<file path="config.mk">
export PLATFORM = sky130hd
export DESIGN_NAME = register_rename_unit
export DESIGN_NICKNAME = d
export VERILOG_FILES = /design/src/rtl/core/rru_pkg.sv /design/src/rtl/core/register_rename_unit.sv /design/src/rtl/core/rru_ram.sv
export SDC_FILE = /design/constraint.sdc
export NUM_CORES = 2
export LEC_CHECK = 0
export BUFFER_PORTS_ARGS = -buffer_cell sky130_fd_sc_hd__buf_2
export CORE_MARGIN = 2
export CORE_UTILIZATION = 45
export CTS_CLUSTER_SIZE = 16
export DETAILED_ROUTE_END_ITERATION = 10
export PLACE_DENSITY_LB_ADDON = 0.15
export SKIP_CTS_REPAIR_TIMING = 1
export SLEW_MARGIN = 10
export SYNTH_ARGS = -nofsm -noshare
export SYNTH_HDL_FRONTEND = slang
export SYNTH_SLANG_ARGS = --single-unit
export TNS_END_PERCENT = 20
</file>
<file path="constraint.sdc">
create_clock -name i_clk -period 24.1 [get_ports i_clk]
set_input_delay 1.205 -clock i_clk [delete_from_list [all_inputs] [get_ports i_clk]]
set_output_delay 1.205 -clock i_clk [all_outputs]
set_load 0.1 [all_outputs]
</file>
<file path="src/rtl/core/rru_pkg.sv">
// ---------------------------------------------------------------------------
// rru_pkg
// Shared types and codes for the register rename unit.
// ---------------------------------------------------------------------------
package rru_pkg;

    // operation codes of an input item
    localparam logic [2:0] OP_RENAME  = 3'd0;
    localparam logic [2:0] OP_RETIRE  = 3'd1;
    localparam logic [2:0] OP_FREE    = 3'd2;
    localparam logic [2:0] OP_CKPT    = 3'd3;
    localparam logic [2:0] OP_RESTORE = 3'd4;

    // result status codes
    localparam logic [1:0] ST_OK       = 2'd0;
    localparam logic [1:0] ST_NOFREE   = 2'd1;
    localparam logic [1:0] ST_FULL     = 2'd2;
    localparam logic [1:0] ST_NOTFOUND = 2'd3;

    typedef enum logic [3:0] {
        S_IDLE,
        S_DECODE,
        S_EX1,
        S_RD2,
        S_EX2,
        S_RD3,
        S_EX3,
        S_RET_EX,
        S_CKPT,
        S_REST,
        S_DONE
    } t_state;

endpackage

</file>
<file path="src/rtl/core/register_rename_unit.sv">
// ---------------------------------------------------------------------------
// register_rename_unit
// One item at a time: the input stalls until the result of the last item has
//   been handed to the output register. Rename steps through its sources and
//   destination in turn on the single front-map RAM read port with registered
//   read data; checkpoint and restore copy the map one entry per cycle.
// Reset (sync, active low): all physical registers free, no locks, maps and
//   checkpoint slots empty through valid flops; RAM contents are not swept.
// ---------------------------------------------------------------------------
module register_rename_unit
    import rru_pkg::*;
#(
    parameter int ARCH_REGS = 16,
    parameter int PHYS_REGS = 40,
    parameter int SNAPSHOTS = 16
) (
    input  logic        i_clk,
    input  logic        i_rst_n,
    // input item channel
    input  logic        i_in_valid,
    output logic        o_in_stall,
    input  logic [2:0]  i_op,
    input  logic [15:0] i_pc,
    input  logic        i_src1_present,
    input  logic [3:0]  i_src1_arch,
    input  logic        i_src2_present,
    input  logic [3:0]  i_src2_arch,
    input  logic        i_dest_present,
    input  logic [3:0]  i_dest_arch,
    input  logic [5:0]  i_phys_reg,
    // result item channel
    output logic        o_out_valid,
    input  logic        i_out_stall,
    output logic [1:0]  o_status,
    output logic        o_src1_mapped,
    output logic [5:0]  o_src1_phys,
    output logic        o_src2_mapped,
    output logic [5:0]  o_src2_phys,
    output logic        o_dest_mapped,
    output logic [5:0]  o_dest_phys
);

    // index widths
    localparam int AW = $clog2(ARCH_REGS);
    localparam int PW = $clog2(PHYS_REGS);
    localparam int SW = (SNAPSHOTS > 1) ? $clog2(SNAPSHOTS) : 1;
    // snapshot RAM is addressed {slot, arch}
    localparam int SDEPTH = 2 ** (SW + AW);
    localparam logic [AW:0] CNT_END = (AW + 1)'(ARCH_REGS);

    // ---- field conversions --------------------------------------------------
    function automatic logic [AW-1:0] arch_idx(input logic [3:0] a);
        logic [AW+3:0] w;
        w = {{AW{1'b0}}, a};
        return w[AW-1:0];
    endfunction

    function automatic logic [PW-1:0] phys_idx(input logic [5:0] p);
        logic [PW+5:0] w;
        w = {{PW{1'b0}}, p};
        return w[PW-1:0];
    endfunction

    function automatic logic [5:0] phys_out(input logic [PW-1:0] p);
        logic [PW+5:0] w;
        w = {6'd0, p};
        return w[5:0];
    endfunction

    // ---- control state ------------------------------------------------------
    t_state                 r_state, n_state;
    logic [PHYS_REGS-1:0]   r_free, n_free;     // free pool
    logic [PHYS_REGS-1:0]   r_lock, n_lock;     // dest-locked registers
    logic [ARCH_REGS-1:0]   r_fv, n_fv;         // front map valid bits
    logic [ARCH_REGS-1:0]   r_cv, n_cv;         // commit map valid bits
    logic [SNAPSHOTS-1:0]   r_tv, n_tv;         // checkpoint slot in use
    logic                   r_out_valid, n_out_valid;

    // ---- payload state ------------------------------------------------------
    logic [15:0]            r_tpc [SNAPSHOTS];  // checkpoint branch pc
    logic [15:0]            n_tpc [SNAPSHOTS];
    logic [SNAPSHOTS-1:0]   r_hit, n_hit;       // restore pc matches
    logic [SW-1:0]          r_slot, n_slot;
    logic [AW:0]            r_cnt, n_cnt;       // map copy sweep counter
    logic                   r_lf_ok;            // registered lowest-free search
    logic [PW-1:0]          r_lf;
    logic                   lf_ok;
    logic [PW-1:0]          lf;

    // latched input item
    logic [2:0]             r_op;
    logic [15:0]            r_pc;
    logic                   r_s1_act, r_s2_act, r_d_act;
    logic [AW-1:0]          r_s1, r_s2, r_d;
    logic                   r_ret_ok, r_pr_ok;
    logic [PW-1:0]          r_pr;

    // result being built, and the output register
    logic [1:0]             r_w_status, n_w_status;
    logic                   r_w_s1m, n_w_s1m, r_w_s2m, n_w_s2m, r_w_dm, n_w_dm;
    logic [5:0]             r_w_s1p, n_w_s1p, r_w_s2p, n_w_s2p, r_w_dp, n_w_dp;
    logic [1:0]             r_o_status;
    logic                   r_o_s1m, r_o_s2m, r_o_dm;
    logic [5:0]             r_o_s1p, r_o_s2p, r_o_dp;

    // ---- RAM ports ----------------------------------------------------------
    logic                   f_we;
    logic [AW-1:0]          f_waddr, f_raddr;
    logic [PW-1:0]          f_wdata, f_rdata;
    logic                   c_we;
    logic [AW-1:0]          c_waddr, c_raddr;
    logic [PW-1:0]          c_wdata, c_rdata;
    logic                   s_we;
    logic [SW+AW-1:0]       s_waddr, s_raddr;
    logic [PW:0]            s_wdata, s_rdata;   // {valid, phys}

    logic                   in_acc;
    logic                   load_out;
    logic [AW:0]            cnt_m1;
    logic [AW-1:0]          prev;
    logic [SW-1:0]          empty_slot, hit_slot;

    // front rename map: phys index per arch register
    rru_ram #(.WIDTH(PW), .DEPTH(ARCH_REGS)) u_front (
        .i_clk   (i_clk),
        .i_we    (f_we),
        .i_waddr (f_waddr),
        .i_wdata (f_wdata),
        .i_raddr (f_raddr),
        .o_rdata (f_rdata)
    );

    // commit map
    rru_ram #(.WIDTH(PW), .DEPTH(ARCH_REGS)) u_commit (
        .i_clk   (i_clk),
        .i_we    (c_we),
        .i_waddr (c_waddr),
        .i_wdata (c_wdata),
        .i_raddr (c_raddr),
        .o_rdata (c_rdata)
    );

    // checkpoint maps; a row is only read after a checkpoint filled it
    rru_ram #(.WIDTH(PW + 1), .DEPTH(SDEPTH)) u_snap (
        .i_clk   (i_clk),
        .i_we    (s_we),
        .i_waddr (s_waddr),
        .i_wdata (s_wdata),
        .i_raddr (s_raddr),
        .o_rdata (s_rdata)
    );

    assign o_in_stall = (r_state != S_IDLE);
    assign in_acc     = i_in_valid && (r_state == S_IDLE);
    assign cnt_m1     = r_cnt - 1'b1;
    assign prev       = cnt_m1[AW-1:0];

    // lowest free physical register; registered so that EX stages see the
    // pool as left by the previous step
    always_comb begin
        lf_ok = 1'b0;
        lf    = '0;
        for (int p = PHYS_REGS - 1; p >= 0; p--) begin
            if (r_free[p]) begin
                lf_ok = 1'b1;
                lf    = PW'(p);
            end
        end
    end

    // first empty slot and first slot matching the restore pc
    always_comb begin
        empty_slot = '0;
        hit_slot   = '0;
        for (int s = SNAPSHOTS - 1; s >= 0; s--) begin
            if (!r_tv[s]) begin
                empty_slot = SW'(s);
            end
            if (r_hit[s]) begin
                hit_slot = SW'(s);
            end
        end
    end

    // ---- next state and datapath control ------------------------------------
    always_comb begin
        n_state    = r_state;
        n_free     = r_free;
        n_lock     = r_lock;
        n_fv       = r_fv;
        n_cv       = r_cv;
        n_tv       = r_tv;
        n_tpc      = r_tpc;
        n_hit      = r_hit;
        n_slot     = r_slot;
        n_cnt      = r_cnt;
        n_w_status = r_w_status;
        n_w_s1m    = r_w_s1m;
        n_w_s1p    = r_w_s1p;
        n_w_s2m    = r_w_s2m;
        n_w_s2p    = r_w_s2p;
        n_w_dm     = r_w_dm;
        n_w_dp     = r_w_dp;
        load_out   = 1'b0;
        f_we       = 1'b0;
        f_waddr    = '0;
        f_wdata    = '0;
        f_raddr    = '0;
        c_we       = 1'b0;
        c_waddr    = '0;
        c_wdata    = '0;
        c_raddr    = '0;
        s_we       = 1'b0;
        s_waddr    = '0;
        s_wdata    = '0;
        s_raddr    = '0;

        unique case (r_state)
            S_IDLE: begin
                if (i_in_valid) begin
                    // tags are stable while idle: match the pc now
                    for (int s = 0; s < SNAPSHOTS; s++) begin
                        n_hit[s] = r_tv[s] && (r_tpc[s] == i_pc);
                    end
                    n_w_status = ST_OK;
                    n_w_s1m    = 1'b0;
                    n_w_s1p    = '0;
                    n_w_s2m    = 1'b0;
                    n_w_s2p    = '0;
                    n_w_dm     = 1'b0;
                    n_w_dp     = '0;
                    n_state    = S_DECODE;
                end
            end

            S_DECODE: begin
                unique case (r_op)
                    OP_RENAME: begin
                        f_raddr = r_s1;
                        n_state = S_EX1;
                    end
                    OP_RETIRE: begin
                        if (r_ret_ok) begin
                            c_raddr = r_d;
                            n_state = S_RET_EX;
                        end else begin
                            n_state = S_DONE;
                        end
                    end
                    OP_FREE: begin
                        if (r_pr_ok) begin
                            n_free[r_pr] = 1'b1;
                            n_lock[r_pr] = 1'b0;
                        end
                        n_state = S_DONE;
                    end
                    OP_CKPT: begin
                        if (&r_tv) begin
                            n_w_status = ST_FULL;
                            n_state    = S_DONE;
                        end else begin
                            n_slot  = empty_slot;
                            n_cnt   = '0;
                            n_state = S_CKPT;
                        end
                    end
                    OP_RESTORE: begin
                        if (r_hit == '0) begin
                            n_w_status = ST_NOTFOUND;
                            n_state    = S_DONE;
                        end else begin
                            n_slot  = hit_slot;
                            n_cnt   = '0;
                            n_state = S_REST;
                        end
                    end
                    default: begin
                        // unused op codes: empty result
                        n_state = S_DONE;
                    end
                endcase
            end

            // first source: read issued in S_DECODE
            S_EX1: begin
                if (r_s1_act) begin
                    if (r_fv[r_s1]) begin
                        n_w_s1m = 1'b1;
                        n_w_s1p = phys_out(f_rdata);
                    end else if (r_lf_ok) begin
                        f_we          = 1'b1;
                        f_waddr       = r_s1;
                        f_wdata       = r_lf;
                        n_fv[r_s1]    = 1'b1;
                        n_free[r_lf]  = 1'b0;
                        n_w_s1m       = 1'b1;
                        n_w_s1p       = phys_out(r_lf);
                    end else begin
                        n_w_status = ST_NOFREE;
                    end
                end
                n_state = S_RD2;
            end

            // read after the S_EX1 write has landed: no forwarding needed
            S_RD2: begin
                f_raddr = r_s2;
                n_state = S_EX2;
            end

            S_EX2: begin
                if (r_s2_act) begin
                    if (r_fv[r_s2]) begin
                        n_w_s2m = 1'b1;
                        n_w_s2p = phys_out(f_rdata);
                    end else if (r_lf_ok) begin
                        f_we          = 1'b1;
                        f_waddr       = r_s2;
                        f_wdata       = r_lf;
                        n_fv[r_s2]    = 1'b1;
                        n_free[r_lf]  = 1'b0;
                        n_w_s2m       = 1'b1;
                        n_w_s2p       = phys_out(r_lf);
                    end else begin
                        n_w_status = ST_NOFREE;
                    end
                end
                n_state = S_RD3;
            end

            S_RD3: begin
                f_raddr = r_d;
                n_state = S_EX3;
            end

            // destination always takes a new register; the old mapping is
            // only reported when the pool is empty
            S_EX3: begin
                if (r_d_act) begin
                    if (r_lf_ok) begin
                        f_we          = 1'b1;
                        f_waddr       = r_d;
                        f_wdata       = r_lf;
                        n_fv[r_d]     = 1'b1;
                        n_free[r_lf]  = 1'b0;
                        n_lock[r_lf]  = 1'b1;
                        n_w_dm        = 1'b1;
                        n_w_dp        = phys_out(r_lf);
                    end else begin
                        n_w_status = ST_NOFREE;
                        n_w_dm     = r_fv[r_d];
                        n_w_dp     = r_fv[r_d] ? phys_out(f_rdata) : 6'd0;
                    end
                end
                n_state = S_DONE;
            end

            // release the old commit mapping, then commit the new one
            S_RET_EX: begin
                if (r_cv[r_d] && (32'(c_rdata) < PHYS_REGS)) begin
                    n_free[c_rdata] = 1'b1;
                    n_lock[c_rdata] = 1'b0;
                end
                c_we      = 1'b1;
                c_waddr   = r_d;
                c_wdata   = r_pr;
                n_cv[r_d] = 1'b1;
                n_state   = S_DONE;
            end

            // copy front map into the slot, read k while writing k-1
            S_CKPT: begin
                if (r_cnt < CNT_END) begin
                    f_raddr = r_cnt[AW-1:0];
                end
                if (r_cnt != '0) begin
                    s_we    = 1'b1;
                    s_waddr = {r_slot, prev};
                    s_wdata = r_fv[prev] ? {1'b1, f_rdata} : '0;
                end
                if (r_cnt == CNT_END) begin
                    n_tv[r_slot]  = 1'b1;
                    n_tpc[r_slot] = r_pc;
                    n_state       = S_DONE;
                end else begin
                    n_cnt = r_cnt + 1'b1;
                end
            end

            // copy the slot back into the front map, then empty the slot
            S_REST: begin
                if (r_cnt < CNT_END) begin
                    s_raddr = {r_slot, r_cnt[AW-1:0]};
                end
                if (r_cnt != '0) begin
                    f_we       = 1'b1;
                    f_waddr    = prev;
                    f_wdata    = s_rdata[PW-1:0];
                    n_fv[prev] = s_rdata[PW];
                end
                if (r_cnt == CNT_END) begin
                    n_tv[r_slot]  = 1'b0;
                    n_tpc[r_slot] = '0;
                    n_state       = S_DONE;
                end else begin
                    n_cnt = r_cnt + 1'b1;
                end
            end

            // hand the result to the output register once it is free
            S_DONE: begin
                if (!r_out_valid || !i_out_stall) begin
                    load_out = 1'b1;
                    n_state  = S_IDLE;
                end
            end

            default: begin
                n_state = S_IDLE;
            end
        endcase
    end

    always_comb begin
        if (load_out) begin
            n_out_valid = 1'b1;
        end else if (r_out_valid && !i_out_stall) begin
            n_out_valid = 1'b0;
        end else begin
            n_out_valid = r_out_valid;
        end
    end

    // ---- control registers --------------------------------------------------
    always_ff @(posedge i_clk) begin
        if (!i_rst_n) begin
            r_state     <= S_IDLE;
            r_free      <= '1;
            r_lock      <= '0;
            r_fv        <= '0;
            r_cv        <= '0;
            r_tv        <= '0;
            r_out_valid <= 1'b0;
        end else begin
            r_state     <= n_state;
            r_free      <= n_free;
            r_lock      <= n_lock;
            r_fv        <= n_fv;
            r_cv        <= n_cv;
            r_tv        <= n_tv;
            r_out_valid <= n_out_valid;
        end
    end

    // ---- payload registers --------------------------------------------------
    always_ff @(posedge i_clk) begin
        if (in_acc) begin
            r_op     <= i_op;
            r_pc     <= i_pc;
            r_s1_act <= i_src1_present && (32'(i_src1_arch) < ARCH_REGS);
            r_s2_act <= i_src2_present && (32'(i_src2_arch) < ARCH_REGS);
            r_d_act  <= i_dest_present && (32'(i_dest_arch) < ARCH_REGS);
            r_s1     <= arch_idx(i_src1_arch);
            r_s2     <= arch_idx(i_src2_arch);
            r_d      <= arch_idx(i_dest_arch);
            r_ret_ok <= (32'(i_dest_arch) < ARCH_REGS) && (32'(i_phys_reg) < PHYS_REGS);
            r_pr_ok  <= (32'(i_phys_reg) < PHYS_REGS);
            r_pr     <= phys_idx(i_phys_reg);
        end
        r_tpc      <= n_tpc;
        r_hit      <= n_hit;
        r_slot     <= n_slot;
        r_cnt      <= n_cnt;
        r_lf_ok    <= lf_ok;
        r_lf       <= lf;
        r_w_status <= n_w_status;
        r_w_s1m    <= n_w_s1m;
        r_w_s1p    <= n_w_s1p;
        r_w_s2m    <= n_w_s2m;
        r_w_s2p    <= n_w_s2p;
        r_w_dm     <= n_w_dm;
        r_w_dp     <= n_w_dp;
        if (load_out) begin
            r_o_status <= r_w_status;
            r_o_s1m    <= r_w_s1m;
            r_o_s1p    <= r_w_s1p;
            r_o_s2m    <= r_w_s2m;
            r_o_s2p    <= r_w_s2p;
            r_o_dm     <= r_w_dm;
            r_o_dp     <= r_w_dp;
        end
    end

    assign o_out_valid   = r_out_valid;
    assign o_status      = r_o_status;
    assign o_src1_mapped = r_o_s1m;
    assign o_src1_phys   = r_o_s1p;
    assign o_src2_mapped = r_o_s2m;
    assign o_src2_phys   = r_o_s2p;
    assign o_dest_mapped = r_o_dm;
    assign o_dest_phys   = r_o_dp;

    // ---- assertions ---------------------------------------------------------
    // a dest-locked register is never in the free pool
    a_lock_not_free: assert property (@(posedge i_clk) disable iff (!i_rst_n)
        (r_lock & r_free) == '0)
        else $error("locked physical register is marked free");

    // a result only appears from the hand-off state
    a_out_from_done: assert property (@(posedge i_clk) disable iff (!i_rst_n)
        $rose(o_out_valid) |-> ($past(r_state) == S_DONE))
        else $error("result loaded outside hand-off");

    // checkpoint copy targets an empty slot
    a_ckpt_slot_empty: assert property (@(posedge i_clk) disable iff (!i_rst_n)
        (r_state == S_CKPT) |-> !r_tv[r_slot])
        else $error("checkpoint copy into a slot in use");

    // restore copy reads from a slot in use
    a_rest_slot_valid: assert property (@(posedge i_clk) disable iff (!i_rst_n)
        (r_state == S_REST) |-> r_tv[r_slot])
        else $error("restore from an empty slot");

    // sweep counter stays within the map
    a_cnt_bound: assert property (@(posedge i_clk) disable iff (!i_rst_n)
        ((r_state == S_CKPT) || (r_state == S_REST)) |-> (r_cnt <= CNT_END))
        else $error("map copy counter out of range");

endmodule

</file>
<file path="src/rtl/core/rru_ram.sv">
// ---------------------------------------------------------------------------
// rru_ram
// Simple dual-port RAM: one write port, one read port, registered read data.
// ---------------------------------------------------------------------------
module rru_ram #(
    parameter int WIDTH = 8,
    parameter int DEPTH = 16
) (
    input  logic                     i_clk,
    input  logic                     i_we,
    input  logic [$clog2(DEPTH)-1:0] i_waddr,
    input  logic [WIDTH-1:0]         i_wdata,
    input  logic [$clog2(DEPTH)-1:0] i_raddr,
    output logic [WIDTH-1:0]         o_rdata
);

    logic [WIDTH-1:0] r_mem [DEPTH];
    logic [WIDTH-1:0] r_rdata;

    always_ff @(posedge i_clk) begin
        if (i_we) begin
            r_mem[i_waddr] <= i_wdata;
        end
        r_rdata <= r_mem[i_raddr];
    end

    assign o_rdata = r_rdata;

endmodule

</file>
Yosys cells after proc, flatten, opt, wreduce, memory -nomap -nowiden
Memories as Yosys holds them, arrays and structs flattened. A register that Yosys moved wholly into a read port is not among the register bits.
Index checks and enable logic that the tools add are counted.
{"block": "op_classes", "addsub": 2, "order_cmp": 21, "n_reduce_logical": 66, "mux": 231, "bitwise": 14, "eq_ne": 58}
{"op": "256-bit 2-to-1 mux", "count": 2}
{"op": "256-bit one-hot mux with 2 select lines", "count": 1}
{"op": "40-bit 2-to-1 mux", "count": 9}
{"op": "256-bit bitwise AND", "count": 1}
{"op": "256-bit bitwise mux", "count": 1}
{"op": "16-bit == test", "count": 16}
{"op": "256-bit inverter", "count": 1}
{"op": "4-bit 2-to-1 mux", "count": 61}
{"op": "40-bit one-hot mux with 5 select lines", "count": 1}
{"op": "16-bit 2-to-1 mux", "count": 12}
{"op": "6-bit 2-to-1 mux", "count": 25}
{"op": "5-bit 2-to-1 mux", "count": 19}
{"op": "16-bit OR", "count": 5}
{"op": "40-bit OR", "count": 2}
{"op": "16-bit demux with 4-bit select", "count": 1}
{"op": "16-bit one-hot mux with 4 select lines", "count": 1}
{"op": "4-bit one-hot mux with 4 select lines", "count": 3}
{"op": "1-bit 2-to-1 mux", "count": 42}
{"op": "40-bit bitwise AND", "count": 1}
{"op": "40-bit inverter", "count": 1}
{"op": "39-bit OR reduction", "count": 1}
{"op": "2-bit != test, second input constant", "count": 18}
{"op": "4-bit one-hot mux with 9 select lines", "count": 1}
{"op": "6-bit one-hot mux with 2 select lines", "count": 3}
{"op": "other kinds (61)", "count": 164}
{"block": "word_totals", "ff_bits": 468, "elab_cells": 451, "out_inout_bits": 25, "ramBits": 1984, "memories": 3}
{"name": "u_snap.r_mem", "words": 256, "word_bits": 7, "rd": 1, "rd_clocked_by_memory_dff": 1, "write_ports": 1, "line": "rru_ram.sv:17", "text": "logic [WIDTH-1:0] r_mem [DEPTH];"}
{"name": "u_commit.r_mem", "words": 16, "word_bits": 6, "rd": 1, "rd_clocked_by_memory_dff": 1, "write_ports": 1, "line": "rru_ram.sv:17"}
{"name": "u_front.r_mem", "words": 16, "word_bits": 6, "rd": 1, "rd_clocked_by_memory_dff": 1, "write_ports": 1, "line": "rru_ram.sv:17"}

Longest topological paths before layout
{"block": "depth", "word_depth": 39, "ltp_mapped": 15, "mapped_depth_nobuf": 9}

Modules after synthesis
From an unflattened synthesis, not the netlist that was laid out.
{"block": "unflattened", "hier_cells": 5974, "area_unflattened_um2": 102935.0}
{"module": "rru_ram at u_snap", "cells_each": 3381, "n_inst": 1, "seq_area_each_um2": 53951.7, "area_each_um2": 70197.3}
{"module": "register_rename_unit", "cells_each": 2237, "n_inst": 1, "seq_area_each_um2": 13052.5, "area_each_um2": 24947.7}
{"module": "rru_ram at u_commit ...", "cells_each": 178, "n_inst": 2, "seq_area_each_um2": 3002.9, "area_each_um2": 3895.0}

Worst setup path before layout
OpenSTA, ideal clock, no wires.
{"block": "synth_path", "path_kind": "register -> register", "startpoint": "reg r_cnt[1]", "endpoint": "mem u_snap.r_mem[0][0] (netlist bit), data pin", "stages_incl_launch_ff": 10, "required_time_ps": 23234, "arrival_ps": 16616, "path_buffers": 2, "slack_ps": 6618, "setup_ps": 866, "cell_sequence": "edfxtp_1 > clkbuf_1 > inv_1 > ha_1 > clkbuf_1 > mux4_2 > nand2_1 > and3_1 > a211oi_1 > and2_1"}
{"block": "synth_between", "elab_chain_cells": 6}
{"element": "start, declared", "line": "register_rename_unit.sv:84", "text": "logic [AW:0] r_cnt, n_cnt;"}
{"element": "start signal, assigned", "line": "register_rename_unit.sv:473", "text": "r_cnt <= n_cnt;"}
{"element": "4-bit by 1-bit subtractor with 4-bit output", "line": "register_rename_unit.sv:155", "text": "assign cnt_m1 = r_cnt - 1'b1;"}
{"element": "1-bit binary-select mux with 4-bit select", "line": "register_rename_unit.sv:379", "text": "s_wdata = r_fv[prev] ? {1'b1, f_rdata} : '0;"}
{"element": "1-bit 2-to-1 mux (implied by the code)", "line": "register_rename_unit.sv:379"}
{"element": "7-bit 2-to-1 mux", "line": "register_rename_unit.sv:379"}
{"element": "7-bit 2-to-1 mux *", "line": "register_rename_unit.sv:376", "text": "if (r_cnt != '0) begin"}
{"element": "7-bit 2-to-1 mux *", "line": "register_rename_unit.sv:218", "text": "unique case (r_state)"}
{"element": "named net s_wdata[0]", "line": "register_rename_unit.sv:115", "text": "logic [PW:0] s_wdata, s_rdata;"}
{"element": "end, declared", "line": "rru_ram.sv:17"}
Mark *: on every way through the listed nets, which the timed path passes. The rest lies on a longest branch. The select of a mux whose other input is x is not followed.

Worst setup path after layout
{"block": "layout_path", "startpoint": "reg r_cnt[0]", "endpoint": "mem u_snap.r_mem[121][4] (netlist bit), data pin"}
{"block": "layout_between", "elab_chain_cells": 6}
{"element": "4-bit by 1-bit subtractor with 4-bit output", "line": "register_rename_unit.sv:155"}
{"element": "named net cnt_m1[0]", "line": "register_rename_unit.sv:119", "text": "logic [AW:0] cnt_m1;"}
{"element": "1-bit binary-select mux with 4-bit select", "line": "register_rename_unit.sv:379"}
{"element": "1-bit 2-to-1 mux (implied by the code)", "line": "register_rename_unit.sv:379"}
{"element": "7-bit 2-to-1 mux", "line": "register_rename_unit.sv:379"}
{"element": "7-bit 2-to-1 mux", "line": "register_rename_unit.sv:376"}
{"element": "7-bit 2-to-1 mux", "line": "register_rename_unit.sv:218"}
{"element": "named net s_wdata[4]", "line": "register_rename_unit.sv:115"}
The timed path passes the listed nets, and every way through them passes these cells. The select of a mux whose other input is x is not followed.

==> metrics <==
post-synthesis cell count 7371; Static Leak 35.2 nW; CP startpoint kind flip-flop; Reg2Reg Launch Point r_cnt[0]$_SDFFCE_PN0P_; worst reg2reg path depth 12; vias post-DR approximately 67000; Critical path buffers and inverters 6; hold_ws 0.419 ns; Area growth, synth to finish 11.6%; skew final 0.0445 ns; total of max-cap violations 0; clock sink count 2471; Nets 7402; Area contributors post-synth edfxtp_1 (68%), mux2i_1 (3.6%), nor2_1 (2.8%); Slew @ Worst Pin 1.43 ns; HP Start r_w_s2p[3]$_SDFFCE_PN0P_; crit-path most repeated cell buf_4; largest buffer count on any clock path 4; met2 global-route usage about two fifths; Critical Path Sink Type flip-flop; top-count cell post-synth edfxtp_1; die footprint 0.233 mm²; global-route met3 utilization about 4.4%; CP max FO 173; CP arrival roughly 7.3 ns; Critical Setup Path Class reg2reg; GRT Max-Usage Layer met2; GPL Wtd Cong 0.883; FFs w/ async S/R, synth 0%; global-route wire length before repair 459000 µm; register area share after synthesis 70.7%; fmax 149 MHz; Remaining Overflow, GRT 0; post-DR vias/cell 6.31; CP top delay family buffers and inverters; Detailed Route Iter0 Violations 8654; FP Rows 175; Antenna Nets Post-Route 0; largest net degree at the start of global routing 193; Worst Hold Class reg2reg; PD cells 92.8 mW/mm²; Crit path depth 12; CORE AREA 0.228 mm²; EDFF count, synth 2352; Skew-Pair Late Insertion Delay 0.93 ns; Yosys cell types 86; Die Wd 483 µm; CP max-delay cell buf_4; min cycle time layout approximately 6.7 ns; vias in the first global route 63100; status finished clean; H-tree Lvls 5; Worst Hold Depth 0; CTS tree built; die height 483 µm; number of top-level pins slightly below 70; area share of the largest cell type after synthesis roughly two thirds; Total Power 10.7 mW; syn_area_per_cell 14.0 µm²; Routed WL 319000 µm; leading area contributor after synthesis edfxtp_1; antenna violations before repair 17; Max IR drop VDD 71.2 µV; clk root buf clkbuf_16; TNS Setup 0 ns; Max Slew Vio Count 0; routed len/inst 30.2 µm; Initial Util between 40 and 50%; I/O Buffers 68; Commonest cells post-synth edfxtp_1 (2352), nor2_1 (782), nor3_1 (498); Worst EP required 24.66 ns; clk slew on worst S/H paths 0.06 ns; top_reg_cell synth edfxtp_1; layout cells sized above 1 9.77%; crit path launch r_cnt[0]$_SDFFCE_PN0P_; slowest stage delay, CP around 0.86 ns; critical path, cell by cell buf_4 > inv_1 > ha_1 > mux4_2 > nand2_1 > and3_1 > a211oi_4 > buf_12 > and2_4 > buf_4 > buf_4 > buf_4; worst rel slew slack under 10%; total track usage 26.6%; Final Cell Area 0.115 mm²; Num CTS Buffers about 280; drt drc 0; Final HPWL DP 187000 µm; setup violators final 0; Post-Syn Area roughly 0.10 mm²; DP Area 0.107 mm²; Ys Warns 0; FF+latch count, synth 2471; GR Util met1 38.9%; RSZ-0062 raised after global routing false; Pre-antenna DRT Iters 9; period utilization approximately 28%; Hold Vio Cnt, Final 0; synthesized net count 7421
## flip-flops by register name, summed over array words and instances, names as in the netlist, 7 cells and up, named ones only
signal / cells
u_snap.r_mem: 1792
r_tpc: 256
u_commit.r_mem: 96
u_front.r_mem: 96
r_free: 40
r_cv: 16
r_fv: 16
r_hit: 16
r_pc: 16
u_snap.o_rdata: 7
## layer usage
layer	wire length [µm]	up-vias
li1	-	28600
met1	136000	34000
met2	145000	3416
met3	28100	562
met4	10400	4
met5	20	-
## final timing paths
check	endpoint	slack [ns]
worst max-delay path	u_snap.r_mem[121][4]$_DFFE_PP_	17.38
worst min-delay path	o_src2_phys[3]$_DFFE_PP_	0.42
worst max register to register	u_snap.r_mem[121][4]$_DFFE_PP_	17.38
worst min register to register	o_src2_phys[3]$_DFFE_PP_	0.42
## layout by cell type (no fill, tap or decap), types with 27 or more instances in the layout
cell	n
a31oi_1	36
xor2_1	103
a22o_1	267
clkinv_1	67
a22oi_1	49
or4_1	40
and3_1	36
dfxtp_1	118
o21ai_0	160
a21oi_1	279
nor4_1	134
nor2_1	777
buf_4	171
o221ai_1	88
o32ai_1	47
nand2_1	386
nand4_1	61
o22ai_1	147
clkbuf_16	286
o311ai_0	31
buf_2	68
or3_1	144
xnor2_1	160
a211oi_1	27
mux2i_1	373
clkbuf_1	51
nand3_1	37
edfxtp_1	2352
clkinv_2	33
o211ai_1	91
nor3_1	492
mux4_2	53
## per-stage QoR
step | worst slack (ns) | utilization (%) | std cells
floorplan | 6.62 | - | 7371
global placement | 17.61 | 46.8 | 10100
detailed placement | 17.38 | 46.8 | 10100
CTS | 17.37 | 50.6 | 10600
global route | 16.94 | 50.6 | 10600
finish | 17.38 | 50.6 | 10600
## final cells by class
cell class                      count  area (µm²)
Clock buffer                      342        7420
Multi-Input combinational cell   4325       28100
Antenna cell                        7        17.5
Inverter                           26        97.6
Clock inverter                    130        1090
Sequential cell                  2471       73000
Fill cell                       19100      113000
Timing Repair Buffer              249        1820
Tap cell                         3009        3760
## where the power goes
| part | switching [mW] | leakage (nW) | total (mW) | internal, mW |
|---|---|---|---|---|
| Sequential | 0.154 | 21.1 | 5.05 | 4.90 |
| Combinational | 1.21 | 9.86 | 1.61 | 0.392 |
| Clock | 1.67 | 4.16 | 4.05 | 2.38 |
## kinds of logic (layout without fill, tap and decap cells)
kind of cell	count (synthesis)	after routing	share of synthesized area (%)
AO/OA/AOI/OAI	1372	1372	9.38
XOR/XNOR	263	263	2.23
adder cells (fa/ha/maj)	6	6	0.0727
buffers and inverters	575	747	2.40
flip-flops	2471	2471	70.7
multiplexers	439	439	4.97
other	0	7	0
AND/OR/NAND/NOR	2245	2245	10.3
No activity file was read; power rests on OpenSTA's default activity.
